**src/sv/ptsc_pkg.sv**
```systemverilog
// Shared types, codes and helpers for the priority thread scheduler.
package ptsc_pkg;

	localparam int DEF_THREAD_SLOTS = 8;

	localparam logic [1:0] ERR_OK     = 2'd0;
	localparam logic [1:0] ERR_FULL   = 2'd1;
	localparam logic [1:0] ERR_TARGET = 2'd2;

	typedef enum logic [2:0] {
		CMD_CREATE  = 3'd0,
		CMD_START   = 3'd1,
		CMD_TICK    = 3'd2,
		CMD_SUSPEND = 3'd3,
		CMD_BLOCK   = 3'd4,
		CMD_RESUME  = 3'd5
	} cmd_t;

	typedef enum logic [2:0] {
		ST_UNUSED    = 3'd0,
		ST_READY     = 3'd1,
		ST_RUNNING   = 3'd2,
		ST_SUSPENDED = 3'd3,
		ST_BLOCKED   = 3'd4
	} thread_st_t;

	typedef enum logic [1:0] {
		S_IDLE,
		S_SCAN,
		S_FIN
	} seq_st_t;

	typedef struct packed {
		logic [2:0]  command;
		logic [7:0]  priority_req;
		logic [31:0] delay_ticks;
		logic [2:0]  target_slot;
	} in_item_t;

	typedef struct packed {
		logic [3:0] running_slot;
		logic [2:0] created_slot;
		logic [1:0] error_code;
	} out_item_t;

	typedef struct packed {
		thread_st_t  status;
		logic [7:0]  prio;
		logic [31:0] wake;
	} slot_rd_t;

	typedef struct packed {
		logic        st_we;
		thread_st_t  status;
		logic        prio_we;
		logic [7:0]  prio;
		logic        wake_we;
		logic [31:0] wake;
	} slot_wr_t;

	typedef struct packed {
		logic [2:0]  cmd;
		logic        is_cur;
		logic        is_tgt;
		logic        is_new;
		logic [31:0] tick;
		logic [31:0] delay;
		logic [7:0]  top;
	} eval_ctx_t;

	typedef struct packed {
		thread_st_t  status;
		logic        st_we;
		logic        prio_we;
		logic        wake_we;
		logic [31:0] wake;
		logic        cand;
		logic        tgt_bad;
	} eval_res_t;

	function automatic logic is_resched(input logic [2:0] cmd, input logic [31:0] delay);
		return (cmd == CMD_TICK) || ((cmd == CMD_SUSPEND) && (delay != 32'd0));
	endfunction

	function automatic logic is_pick(input logic [2:0] cmd, input logic [31:0] delay);
		return is_resched(cmd, delay) || (cmd == CMD_START);
	endfunction

endpackage

```
**src/sv/ptsc_slot_table.sv**
```systemverilog
// Thread slot table: status, priority and wake time per slot, one read and one write port.
module ptsc_slot_table #(
	parameter int THREAD_SLOTS = ptsc_pkg::DEF_THREAD_SLOTS,
	parameter int IW = (THREAD_SLOTS > 1) ? $clog2(THREAD_SLOTS) : 1
) (
	input  logic               clk,
	input  logic               arst_n,
	input  logic [IW-1:0]      rd_addr,
	output ptsc_pkg::slot_rd_t rd,
	input  logic [IW-1:0]      wr_addr,
	input  ptsc_pkg::slot_wr_t wr
);
	import ptsc_pkg::*;

	thread_st_t  status_q [THREAD_SLOTS];
	logic [7:0]  prio_q   [THREAD_SLOTS];
	logic [31:0] wake_q   [THREAD_SLOTS];

	always_ff @(posedge clk or negedge arst_n) begin
		if (!arst_n) begin
			for (int i = 0; i < THREAD_SLOTS; i++) begin
				status_q[i] <= ST_UNUSED;
				prio_q[i]   <= 8'd0;
			end
		end else begin
			if (wr.st_we)
				status_q[wr_addr] <= wr.status;
			if (wr.prio_we)
				prio_q[wr_addr] <= wr.prio;
		end
	end

	always_ff @(posedge clk) begin
		if (wr.wake_we)
			wake_q[wr_addr] <= wr.wake;
	end

	assign rd.status = status_q[rd_addr];
	assign rd.prio   = prio_q[rd_addr];
	assign rd.wake   = wake_q[rd_addr];

endmodule

```
**src/sv/ptsc_slot_eval.sv**
```systemverilog
// Per-slot update unit: new status, wake time and priority candidate for one slot per cycle.
module ptsc_slot_eval (
	input  ptsc_pkg::slot_rd_t  rd,
	input  ptsc_pkg::eval_ctx_t ctx,
	output ptsc_pkg::eval_res_t res
);
	import ptsc_pkg::*;

	logic resched;
	logic pick;

	always_comb begin
		resched     = is_resched(ctx.cmd, ctx.delay);
		pick        = is_pick(ctx.cmd, ctx.delay);
		res.status  = rd.status;
		res.st_we   = 1'b0;
		res.prio_we = 1'b0;
		res.wake_we = 1'b0;
		res.wake    = ctx.tick + ctx.delay;
		res.cand    = 1'b0;
		res.tgt_bad = 1'b0;
		case (ctx.cmd)
			CMD_CREATE: begin
				if (ctx.is_new) begin
					res.status  = ST_READY;
					res.st_we   = 1'b1;
					res.prio_we = 1'b1;
				end
			end
			CMD_BLOCK: begin
				if (ctx.is_tgt) begin
					if (rd.status == ST_UNUSED) begin
						res.tgt_bad = 1'b1;
					end else begin
						res.status = ST_BLOCKED;
						res.st_we  = 1'b1;
					end
				end
			end
			CMD_RESUME: begin
				if (ctx.is_tgt) begin
					if (rd.status == ST_UNUSED) begin
						res.tgt_bad = 1'b1;
					end else if (rd.status != ST_RUNNING) begin
						res.status = ST_READY;
						res.st_we  = 1'b1;
					end
				end
			end
			default: begin
				if (pick) begin
					res.st_we = 1'b1;
					if ((ctx.cmd == CMD_SUSPEND) && resched && ctx.is_cur
							&& (rd.status == ST_RUNNING)) begin
						res.status  = ST_SUSPENDED;
						res.wake_we = 1'b1;
					end else if (resched && (rd.status == ST_SUSPENDED)
							&& (rd.wake == ctx.tick)) begin
						res.status = ST_READY;
					end else if (ctx.is_cur && (rd.status == ST_RUNNING)) begin
						res.status = ST_READY;
					end
					res.cand = (res.status == ST_READY) && (rd.prio > ctx.top);
				end
			end
		endcase
	end

endmodule

```
**src/sv/priority_thread_scheduler_core.sv**
```systemverilog
// Priority thread scheduler top level: command sequencer, slot scan and response register.
//
//  channel | signals                        | beat
//  --------+--------------------------------+--------------------------------
//  cmd     | cmd_valid cmd_ready cmd_data   | one command: op, priority, delay, slot
//  rsp     | rsp_valid rsp_ready rsp_data   | running slot, created slot, error
//
// Each command is accepted, then each slot in turn passes through the shared slot update
// unit, and finally the selection is committed.
// Reset clears all slots to unused, tick and slot count to zero, running to idle.
// A finished response waits in its register; the next command is accepted meanwhile,
// and the commit cycle stalls only while an earlier response is still untaken.
module priority_thread_scheduler_core #(
	parameter int THREAD_SLOTS = ptsc_pkg::DEF_THREAD_SLOTS
) (
	input  logic                clk,
	input  logic                arst_n,
	input  logic                cmd_valid,
	output logic                cmd_ready,
	input  ptsc_pkg::in_item_t  cmd_data,
	output logic                rsp_valid,
	input  logic                rsp_ready,
	output ptsc_pkg::out_item_t rsp_data
);
	import ptsc_pkg::*;

	localparam int IW = (THREAD_SLOTS > 1) ? $clog2(THREAD_SLOTS) : 1;
	localparam int CW = $clog2(THREAD_SLOTS + 1);
	localparam logic [IW-1:0] LAST = IW'(THREAD_SLOTS - 1);
	localparam logic [CW-1:0] IDLE = CW'(THREAD_SLOTS);

	seq_st_t     state_q, state_d;
	in_item_t    cmd_q;
	logic [IW-1:0] idx_q;
	logic [CW-1:0] best_q;
	logic [7:0]  top_q;
	logic        tgt_bad_q;
	logic [31:0] tick_q;
	logic [CW-1:0] used_q;
	logic [CW-1:0] cur_q;
	out_item_t   rsp_q;
	logic        rsp_valid_q;

	logic        accept;
	logic        fin_go;
	logic        pick;
	logic        resched;
	logic [CW-1:0] fin_cur;
	logic [1:0]  fin_err;
	logic [2:0]  fin_created;
	logic        fin_new;

	slot_rd_t    rd;
	slot_wr_t    wr;
	logic [IW-1:0] wr_addr;
	eval_ctx_t   ctx;
	eval_res_t   res;

	ptsc_slot_table #(
		.THREAD_SLOTS(THREAD_SLOTS),
		.IW(IW)
	) u_table (
		.clk(clk),
		.arst_n(arst_n),
		.rd_addr(idx_q),
		.rd(rd),
		.wr_addr(wr_addr),
		.wr(wr)
	);

	ptsc_slot_eval u_eval (
		.rd(rd),
		.ctx(ctx),
		.res(res)
	);

	always_comb begin
		ctx.cmd    = cmd_q.command;
		ctx.is_cur = (CW'(idx_q) == cur_q);
		ctx.is_tgt = (5'(idx_q) == 5'(cmd_q.target_slot));
		ctx.is_new = (CW'(idx_q) == used_q);
		ctx.tick   = tick_q;
		ctx.delay  = cmd_q.delay_ticks;
		ctx.top    = top_q;
	end

	always_comb begin
		pick    = is_pick(cmd_q.command, cmd_q.delay_ticks);
		resched = is_resched(cmd_q.command, cmd_q.delay_ticks);
		fin_cur = pick ? best_q : cur_q;
		fin_new = (cmd_q.command == CMD_CREATE) && (used_q < IDLE);
		fin_created = fin_new ? 3'(used_q) : 3'd0;
		case (cmd_q.command)
			CMD_CREATE:
				fin_err = fin_new ? ERR_OK : ERR_FULL;
			CMD_BLOCK, CMD_RESUME:
				fin_err = ((int'(cmd_q.target_slot) >= THREAD_SLOTS) || tgt_bad_q)
					? ERR_TARGET : ERR_OK;
			default:
				fin_err = ERR_OK;
		endcase
	end

	always_ff @(posedge clk or negedge arst_n) begin
		if (!arst_n)
			state_q <= S_IDLE;
		else
			state_q <= state_d;
	end

	always_comb begin
		state_d    = state_q;
		cmd_ready  = 1'b0;
		fin_go     = 1'b0;
		wr_addr    = idx_q;
		wr.st_we   = 1'b0;
		wr.status  = res.status;
		wr.prio_we = 1'b0;
		wr.prio    = cmd_q.priority_req;
		wr.wake_we = 1'b0;
		wr.wake    = res.wake;
		case (state_q)
			S_IDLE: begin
				cmd_ready = 1'b1;
				if (cmd_valid)
					state_d = S_SCAN;
			end
			S_SCAN: begin
				wr.st_we   = res.st_we;
				wr.prio_we = res.prio_we;
				wr.wake_we = res.wake_we;
				if (idx_q == LAST)
					state_d = S_FIN;
			end
			S_FIN: begin
				fin_go = !rsp_valid_q || rsp_ready;
				if (fin_go) begin
					state_d = S_IDLE;
					if (pick && (best_q != IDLE)) begin
						wr_addr   = best_q[IW-1:0];
						wr.st_we  = 1'b1;
						wr.status = ST_RUNNING;
					end
				end
			end
			default: state_d = S_IDLE;
		endcase
	end

	assign accept = cmd_valid && cmd_ready;

	always_ff @(posedge clk or negedge arst_n) begin
		if (!arst_n) begin
			cmd_q       <= '0;
			idx_q       <= '0;
			best_q      <= IDLE;
			top_q       <= 8'd0;
			tgt_bad_q   <= 1'b0;
			tick_q      <= 32'd0;
			used_q      <= '0;
			cur_q       <= IDLE;
			rsp_q       <= '0;
			rsp_valid_q <= 1'b0;
		end else begin
			if (accept) begin
				cmd_q     <= cmd_data;
				idx_q     <= '0;
				best_q    <= IDLE;
				top_q     <= 8'd0;
				tgt_bad_q <= 1'b0;
			end
			if (state_q == S_SCAN) begin
				if (idx_q != LAST)
					idx_q <= idx_q + 1'b1;
				if (res.cand) begin
					best_q <= CW'(idx_q);
					top_q  <= rd.prio;
				end
				if (res.tgt_bad)
					tgt_bad_q <= 1'b1;
			end
			if (fin_go) begin
				cur_q <= fin_cur;
				if (resched)
					tick_q <= tick_q + 32'd1;
				if (fin_new)
					used_q <= used_q + 1'b1;
				rsp_q.running_slot <= 4'(fin_cur);
				rsp_q.created_slot <= fin_created;
				rsp_q.error_code   <= fin_err;
				rsp_valid_q        <= 1'b1;
			end else if (rsp_ready) begin
				rsp_valid_q <= 1'b0;
			end
		end
	end

	assign rsp_valid = rsp_valid_q;
	assign rsp_data  = rsp_q;

`ifndef SYNTH
	a_rsp_from_fin: assert property (@(posedge clk) disable iff (!arst_n)
		$rose(rsp_valid_q) |-> $past(state_q == S_FIN))
		else $error("response raised outside commit");

	a_tick_at_fin: assert property (@(posedge clk) disable iff (!arst_n)
		!$stable(tick_q) |-> $past(state_q == S_FIN))
		else $error("tick counter moved outside commit");

	a_used_bound: assert property (@(posedge clk) disable iff (!arst_n)
		used_q <= IDLE)
		else $error("slot count beyond table size");

	a_cur_bound: assert property (@(posedge clk) disable iff (!arst_n)
		cur_q <= IDLE)
		else $error("running slot out of range");

	a_no_accept_busy: assert property (@(posedge clk) disable iff (!arst_n)
		(state_q == S_SCAN) |-> !cmd_ready)
		else $error("command taken during scan");
`endif

endmodule
```
**config.mk**
```make
export PLATFORM = sky130hd
export DESIGN_NAME = priority_thread_scheduler_core
export DESIGN_NICKNAME = d
export VERILOG_FILES = /design/src/sv/ptsc_pkg.sv /design/src/sv/ptsc_slot_table.sv /design/src/sv/ptsc_slot_eval.sv /design/src/sv/priority_thread_scheduler_core.sv
export SDC_FILE = /design/constraint.sdc
export NUM_CORES = 1
export LEC_CHECK = 0
export BUFFER_PORTS_ARGS = -buffer_cell sky130_fd_sc_hd__buf_2
export CELL_PAD_IN_SITES_DETAIL_PLACEMENT = 0
export CELL_PAD_IN_SITES_GLOBAL_PLACEMENT = 1
export CORE_ASPECT_RATIO = 0.8
export CORE_MARGIN = 4
export CORE_UTILIZATION = 45
export DETAILED_ROUTE_END_ITERATION = 10
export PLACE_DENSITY = 0.7
export SYNTH_ARGS = -nofsm -noshare
export SYNTH_HDL_FRONTEND = slang
export SYNTH_HIERARCHICAL = 1
export SYNTH_SLANG_ARGS = --single-unit
```
**constraint.sdc**
```tcl
create_clock -name clk -period 7.95 [get_ports clk]
set_clock_uncertainty 0.2 [all_clocks]
set_input_delay 0.3975 -clock clk [delete_from_list [all_inputs] [get_ports clk]]
set_output_delay 0.3975 -clock clk [all_outputs]
set_load 0.03 [all_outputs]
```
# [Word level (Yosys, flattened, before mapping)]
# Memory sizes are Yosys's and may differ from the RTL's.
# Cells that the tools add are included.
[totals] mem_bits_rw=256 output_inout_bits=11 ff_bits=202 elab_cells=161 n_memories=1 input_bits=50
[mem_list] memory="u_table.wake_q" depth=8 word_bits=32 read_ports=1 rd_clocked_by_memory_dff=0 write_ports=1 line_no="ptsc_slot_table.sv:17" source="logic [31:0] wake_q [THREAD_SLOTS];"
[op_classes] n_addsub=4 n_reduce_logical=26 bitwise=2 n_lt_le_gt_ge=5 mux=70 n_eq_ne=21
[ops] operator="$bwmux 64" n=1
[ops] operator="$mux 3" n=16
[ops] operator="$mux 4" n=12
[ops] operator="$mux 8" n=6
[ops] operator="$add 32x1->32 const B" n=1
[ops] operator="$add 32x32->32" n=1
[ops] operator="$eq 32x32->1" n=1
[ops] operator="$reduce_bool 32->1" n=1
[ops] operator="$bmux 8 s3" n=1
[ops] operator="$bwmux 24" n=1
[ops] operator="$demux 8 s3" n=1
[ops] operator="$mux 1" n=21
[ops] operator="$eq 3x2->1 const B" n=4
[ops] operator="$logic_and 1x1->1" n=12
[ops] operator="$pmux 4 s3" n=1
[ops] operator="$bmux 3 s3" n=1
[ops] operator="$demux 3 s3" n=1
[ops] operator="$eq 3x3->1 const B" n=3
[ops] operator="$eq 3x4->1" n=2
[ops] operator="$ge 4x4->1 const B" n=2
[ops] operator="$gt 8x8->1" n=1
[ops] operator="$mux 2" n=4
[ops] operator="$not 3->4" n=2
[ops] operator="$eq 3x1->1 const B" n=2
[ops] operator="24 further kinds" n=30

# [Depth between registers and ports, before layout]
# Gate-level depths: netlist (run 1).
[logic_depth] depth_word=17 ltp_mapped=19 mapped_depth_nobuf=15

# [Hierarchy]
# Netlist (run 1), hierarchy kept.
[modules_own_cells] mod="ptsc_slot_table" area_each_um2=14047.2 instances=1 cells_each=625
[modules_own_cells] mod="priority_thread_scheduler_core" area_each_um2=5063.6 instances=1 cells_each=399
[modules_own_cells] mod="ptsc_slot_eval" area_each_um2=2352.3 instances=1 cells_each=322

# [Worst setup path after synthesis (run 1)]
# Ideal clock, no wire load.
[synth_timing] kind="register to register" start="register idx_q[0]" end="memory u_table.wake_q[0][0], enable pin" setup_slack_ns=2.773 arrival_ns=4.516 period_less_slack_ns=5.177 setup_time_ns=0.461 stages_incl_launch_ff=13 cell_sequence="dfrtp_1 -> buf_6 -> buf_12 -> buf_12 -> mux4_2 -> mux2_4 -> nor2_1 -> and3_1 -> nand2_1 -> nor2_1 -> and2_1 -> nand2b_1 -> nor3_1"
[synth_rtl] element="from (decl)" line_no="priority_thread_scheduler_core.sv:34" source="logic [IW-1:0] idx_q;"
[synth_rtl] element="from (signal assigned)" line_no="priority_thread_scheduler_core.sv:174" source="idx_q <= idx_q + 1'b1;"
[synth_rtl] element="to (decl)" line_no="ptsc_slot_table.sv:17"

==> results.cfg, run 1 <==
[run_status]
status = finished, final reports clean

[floorplan]
coreArea_mm2 = 0.0471
die_w_um = 252
start_util_pct = 45.6
die_area_mm2 = 0.0513
die_h_um = 203
io_pins = 61
rows = 71

[sta]
maxSlewHeadroom_pct = 13.4
period_minus_slack_ns = 5.77
maxClockFrequency_mhz = 173
tightest_slew_ns = 1.30
rsz0062_at_grt = no
fin_crit_sh_pct = 72.6
setup_viol = 0
final_hold_viol_count = 0
setup_tns_ns = 0
drv_slew = 0

[critical_path]
timing.rr.start = idx_q[0]
crit_fanout = 42
r2r_end = top_q[6]
critPathLaunchType = flop
path_class = reg2reg
r2r_cells = 14
required_ns = 8.21
worstPathArrival_ns = 6.03
rrSetupSlack_ns = 2.18
endpoint_kind = flop
cp-startpoint = idx_q[0]

[grt]
grt.total_usage_pct = 20.3
grt_pass1_wl_um = 79100
grt_max_degree = 74
antenna_found_initial = 0
gr-total-overflow = 0
grt_pass1_vias = 12500

[final_layout]
fin_cells = 2130
drive_above_1_share_pct = 30.5
final_nets = 1567
fillers = 3871
antenna_cells = 0
area_growth_pct = 14.6

[placement]
io_buffer_count = 60
routabilityCongestion = 0.793
hpwl_um = 33400
placedCellCount = 1991

[detailed_routing]
ant_nets = 0
via_per_inst = 5.84
dr.pass1.iters = 5
drtIter0Drc = 1028
routedWlPerCell_um = 24.2
wl_um = 51600
vias = 12400
drc = 0

[cts]
cts_root_buf = clkbuf_16
cts_sinks = 455
clkTransAtPathRegs_ns = 0.06
numCtsBuffers = 48
clk_latency_ns = 0.58
h-tree-depth = 2
cts_tree = built
post_cts_buffers = 0
clockBufferDepth = 3

[job]
drv_cap = 0

[synthesis]
synth_top_area_share_pct = 35.8
synth-main-ff-cell = edfxtp_1
syn_nets = 1443
synthArstFlopShare_pct = 43.7
ys_seq_area_share_pct = 59.0
yosys.cell_types.count = 77
ys_seq_elements = 455
synth_area_leaders = edfxtp_1 36%, dfrtp_1 23%, mux2_2 7.3%
synth_edf_count = 256
synth_cells = 1346
synth_most_common_cell = edfxtp_1
syn_area_mm2 = 0.0215
yosys.area.top_type = edfxtp_1
postSynthAreaPerCell_um2 = 15.9
yosys-top-cells-count = 256 x edfxtp_1, 197 x dfrtp_1, 139 x mux2_2, 68 x mux4_2, 55 x xor2_1
synth_warnings = 6

[min_path]
hold_class = in2async

[power]
ir_worst_vdd_mv = 0.203
p_leak_uw = 0.00975
power_density_mw_per_mm2 = 340
[flip-flops by register name, indices dropped and copies added (netlist names), 3 cells and up]
signal / count
cur_q: 4
u_table/prio_q: 64
rsp_data: 6
used_q: 4
u_table/status_q: 24
tick_q: 32
idx_q: 3
best_q: 4
u_table/wake_q: 256
cmd_q: 46
top_q: 8
[worst max-delay path, stage by stage (launching register included)]
cell     delay, ns
dfrtp_4       0.97
buf_12        0.33
mux4_2        0.55
mux2_4        0.28
xnor2_1       0.29
nand3_1       0.12
nor3_1        0.52
nand4_1       0.34
nor3_1        0.24
nor3_1        0.10
or4_1         0.50
a21oi_1       0.11
and2_1        0.45
a21oi_1       0.30
a22o_1        0.28
[cells by family after synthesis]
family	after synthesis	synth area share, %
muxes	273	20.0
DFF	455	59.0
adders and majority gates	47	2.77
buffers and inverters	81	2.19
xor gates and xnor gates	101	4.12
AOI/OAI and AO/OA	134	4.49
and+or+nand+nor	255	7.40
[area by class of cell]
cell class	instances	area, um^2	area share [%]
sequential	455	12700	51.6
inverter	25	93.8	0.382
clock inverter	31	370	1.51
tap	620	776	3.15
clock buffer	59	1280	5.23
multi-input combinational	810	8410	34.2
timing repair buffer	130	970	3.94
[report_power, final]
part / internal [uW] / total (uW) / switching (uW) / leakage, uW
Clock: 1410 / 2350 / 933 / 0.000802
Sequential: 3040 / 3550 / 509 / 0.00493
Combinational: 1170 / 2460 / 1290 / 0.00402
[how the worst max path moves through the flow]
stage | to | slack, ns
after global routing | top_q[2] | 1.86
after detailed placement | top_q[7] | 2.15
after floorplan | u_table/wake_q[0][0] | 2.77
after CTS | top_q[6] | 2.12
final | top_q[6] | 2.18
after global placement | best_q[2] | 2.24
[timing repair]
action                                  CTS  global route
hold buffers                             49             0
resized for setup                         0             0
hold endpoints to repair                118             0
endpoints found under the setup margin    0             0
[routing by layer]
metal,up-vias,part of all wire [%],GRT usage [%]
met5,-,0,0
met4,0,1.8,4.73
met3,60,6.3,3.68
met2,341,45,30.6
met1,6523,47,31.0
li1,5515,-,-
[cell usage in the layout, fill, tap and decap left out, types with 7 or more instances in the layout]
cell / n
a21oi_1: 31
nor4_1: 30
mux4_2: 68
dfrtp_1: 194
buf_4: 20
nand2_1: 42
nor2_1: 32
clkinv_2: 7
dlygate4sd3_1: 49
xor2_1: 55
a21o_1: 20
mux4_1: 18
clkbuf_16: 49
a22o_1: 20
clkinv_1: 8
mux2_2: 139
buf_2: 59
nor3_1: 23
edfxtp_1: 256
nand2b_1: 11
inv_1: 25
clkbuf_1: 7
nand4_1: 19
o21ai_0: 19
nand4b_1: 8
ha_1: 46
nand3_1: 16
bufinv_16: 8
xnor2_1: 46
mux2_4: 48
[through the flow]
step	total power [uW]	worst slack [ns]	hold slack, ns	instance area, um^2	util (%)
4_1_cts	8420	2.12	0.215	24600	52.2
3_5_place_dp	6040	2.15	0.267	22400	47.7
3_3_place_gp	5980	2.24	0.261	22400	47.7
6_report	8350	2.18	0.206	24600	52.2
2_1_floorplan	5260	2.77	-0.0981	21500	-
5_1_grt	8780	1.86	0.268	24600	52.2
Note: power is estimated with default switching activity, not from simulation.
==> run 2, diff against run 1 <==
==> constraint.sdc (replaced) <==
create_clock -name clk -period 5.45 [get_ports clk]
set_clock_uncertainty 0.2 [all_clocks]
set_input_delay 0.2725 -clock clk [delete_from_list [all_inputs] [get_ports clk]]
set_output_delay 0.2725 -clock clk [all_outputs]
set_load 0.03 [all_outputs]
==> results.cfg, run 2 (synthesis gave the netlist of run 1 again) <==
[run_status]
status = finished, final reports clean

[critical_path]
crit_fanout = 20
required_ns = 5.72
critPathLaunchType = flop
crit_path_max_incr_delay_ns = 0.62
r2r_cells = 14
crit_chain = buf_4 -> mux4_2 -> mux2_4 -> xor2_1 -> nor4_1 -> buf_4 -> nand4_1 -> nor3_1 -> nor3_1 -> or4_1 -> a21oi_1 -> and2_1 -> a21oi_1 -> a22o_1
endpoint_kind = flop
path_class = reg2reg
cp_slowest_cell = dfrtp_4
worstPathArrival_ns = 5.08

[final_layout]
layout_commonest_cell = edfxtp_1
drive_above_1_share_pct = 31.0
area_growth_pct = 14.9
largest_reg_flops = 256
layout_common_cells = 256 x edfxtp_1, 194 x dfrtp_1, 139 x mux2_2
reg_top3 = u_table/wake_q x256, u_table/prio_q x64, cmd_q x46
largest-register = u_table/wake_q
fillers = 3853
final_nets = 1584
antenna_cells = 0

[grt]
grt_pass1_vias = 12500
grt_pass1_wl_um = 79300
grt_max_degree = 124
grt.total_usage_pct = 20.3
gr-total-overflow = 0
antenna_found_initial = 0

[detailed_routing]
dr.pass1.iters = 5
ant_nets = 0
routedWlPerCell_um = 24.1
via_per_inst = 5.80
wl_um = 51600
drc = 0
drtIter0Drc = 898
vias = 12400

[job]
drv_cap = 0

[cts]
clkTransAtPathRegs_ns = 0.06
clk_latency_ns = 0.59
h-tree-depth = 2
post_cts_buffers = 0
cts_tree = built
cts_sinks = 455
numCtsBuffers = 48
clockBufferDepth = 3
cts_root_buf = clkbuf_16

[floorplan]
die_w_um = 252
io_pins = 61
rows = 71
start_util_pct = 45.6
die_area_mm2 = 0.0513
die_h_um = 203
coreArea_mm2 = 0.0471

[sta]
setup_viol = 0
fin_crit_sh_pct = 88.3
rsz0062_at_grt = no
final_hold_viol_count = 0
setup_ws_ns = 0.637
drv_slew = 0
maxClockFrequency_mhz = 208
tightest_slew_ns = 1.12
setup_tns_ns = 0
maxSlewHeadroom_pct = 25.4
period_minus_slack_ns = 4.81

[power]
ir_worst_vdd_mv = 0.292
p_leak_uw = 0.00981
power_density_mw_per_mm2 = 490

[placement]
dp_slack_ns = 0.668
hpwl_um = 34100
routabilityCongestion = 0.802
io_buffer_count = 60

[min_path]
hold_class = in2async
run 2: path summary, 6_finish.rpt:
path | startpoint | to | slack, ns
max | idx_q[0] | top_q[6] | 0.64
min | arst_n | rsp_data[1] | 0.07
max reg2reg | idx_q[0] | top_q[6] | 0.64
min reg2reg | rsp_data[0] | rsp_data[0] | 0.28
max in group asynchronous | arst_n | cmd_q[40] | 3.87
min in group clk | cmd_data[38] | cmd_q[38] | 0.25
run 2: repair_timing:
action                                  CTS  global route
hold buffers                             49             0
hold endpoints to repair                125             0
resized for setup                         0             0
endpoints found under the setup margin    0             0
run 2: worst max-delay path, delay by kind of cell, from the launching register on:
family | cells | cell delay (ns)
compound gates | 3 | 0.56
xor+xnor | 1 | 0.16
buf+inv | 2 | 0.64
flops | 1 | 0.62
mux | 2 | 0.86
simple gates | 6 | 1.63
run 2: power breakdown:
part	internal (uW)	leakage (uW)	switching, uW
sequential	4440	0.00493	623
combinational	1740	0.00412	1990
clock	1930	0.000765	1360
run 2: routing by layer:
metal	up-vias	GRT usage [%]	wire length (um)
li1	5541	-	-
met1	6537	30.5	24600
met2	301	31.1	23500
met3	54	3.54	2630
met4	0	4.73	857
met5	-	0	0
run 2: layout make-up:
cell class | instances | area (um^2) | area share [%]
Multi-Input combinational cell | 810 | 8410 | 34.1
Clock buffer | 63 | 1300 | 5.27
Sequential cell | 455 | 12700 | 51.4
Clock inverter | 25 | 279 | 1.13
Inverter | 25 | 93.8 | 0.381
Tap cell | 620 | 776 | 3.15
Timing Repair Buffer | 147 | 1120 | 4.55
run 2: per-stage QoR:
stage               cells  util, %  power [uW]  hold WS [ns]  cell area, um^2
floorplan            1346        -        7670        -0.223            21500
global placement     2008     48.0        8740         0.144            22600
detailed placement   2008     48.0        8820         0.147            22600
CTS                  2145     52.4       12200        0.0827            24700
global route         2145     52.4       12700         0.126            24700
finish               2145     52.4       12100        0.0726            24700
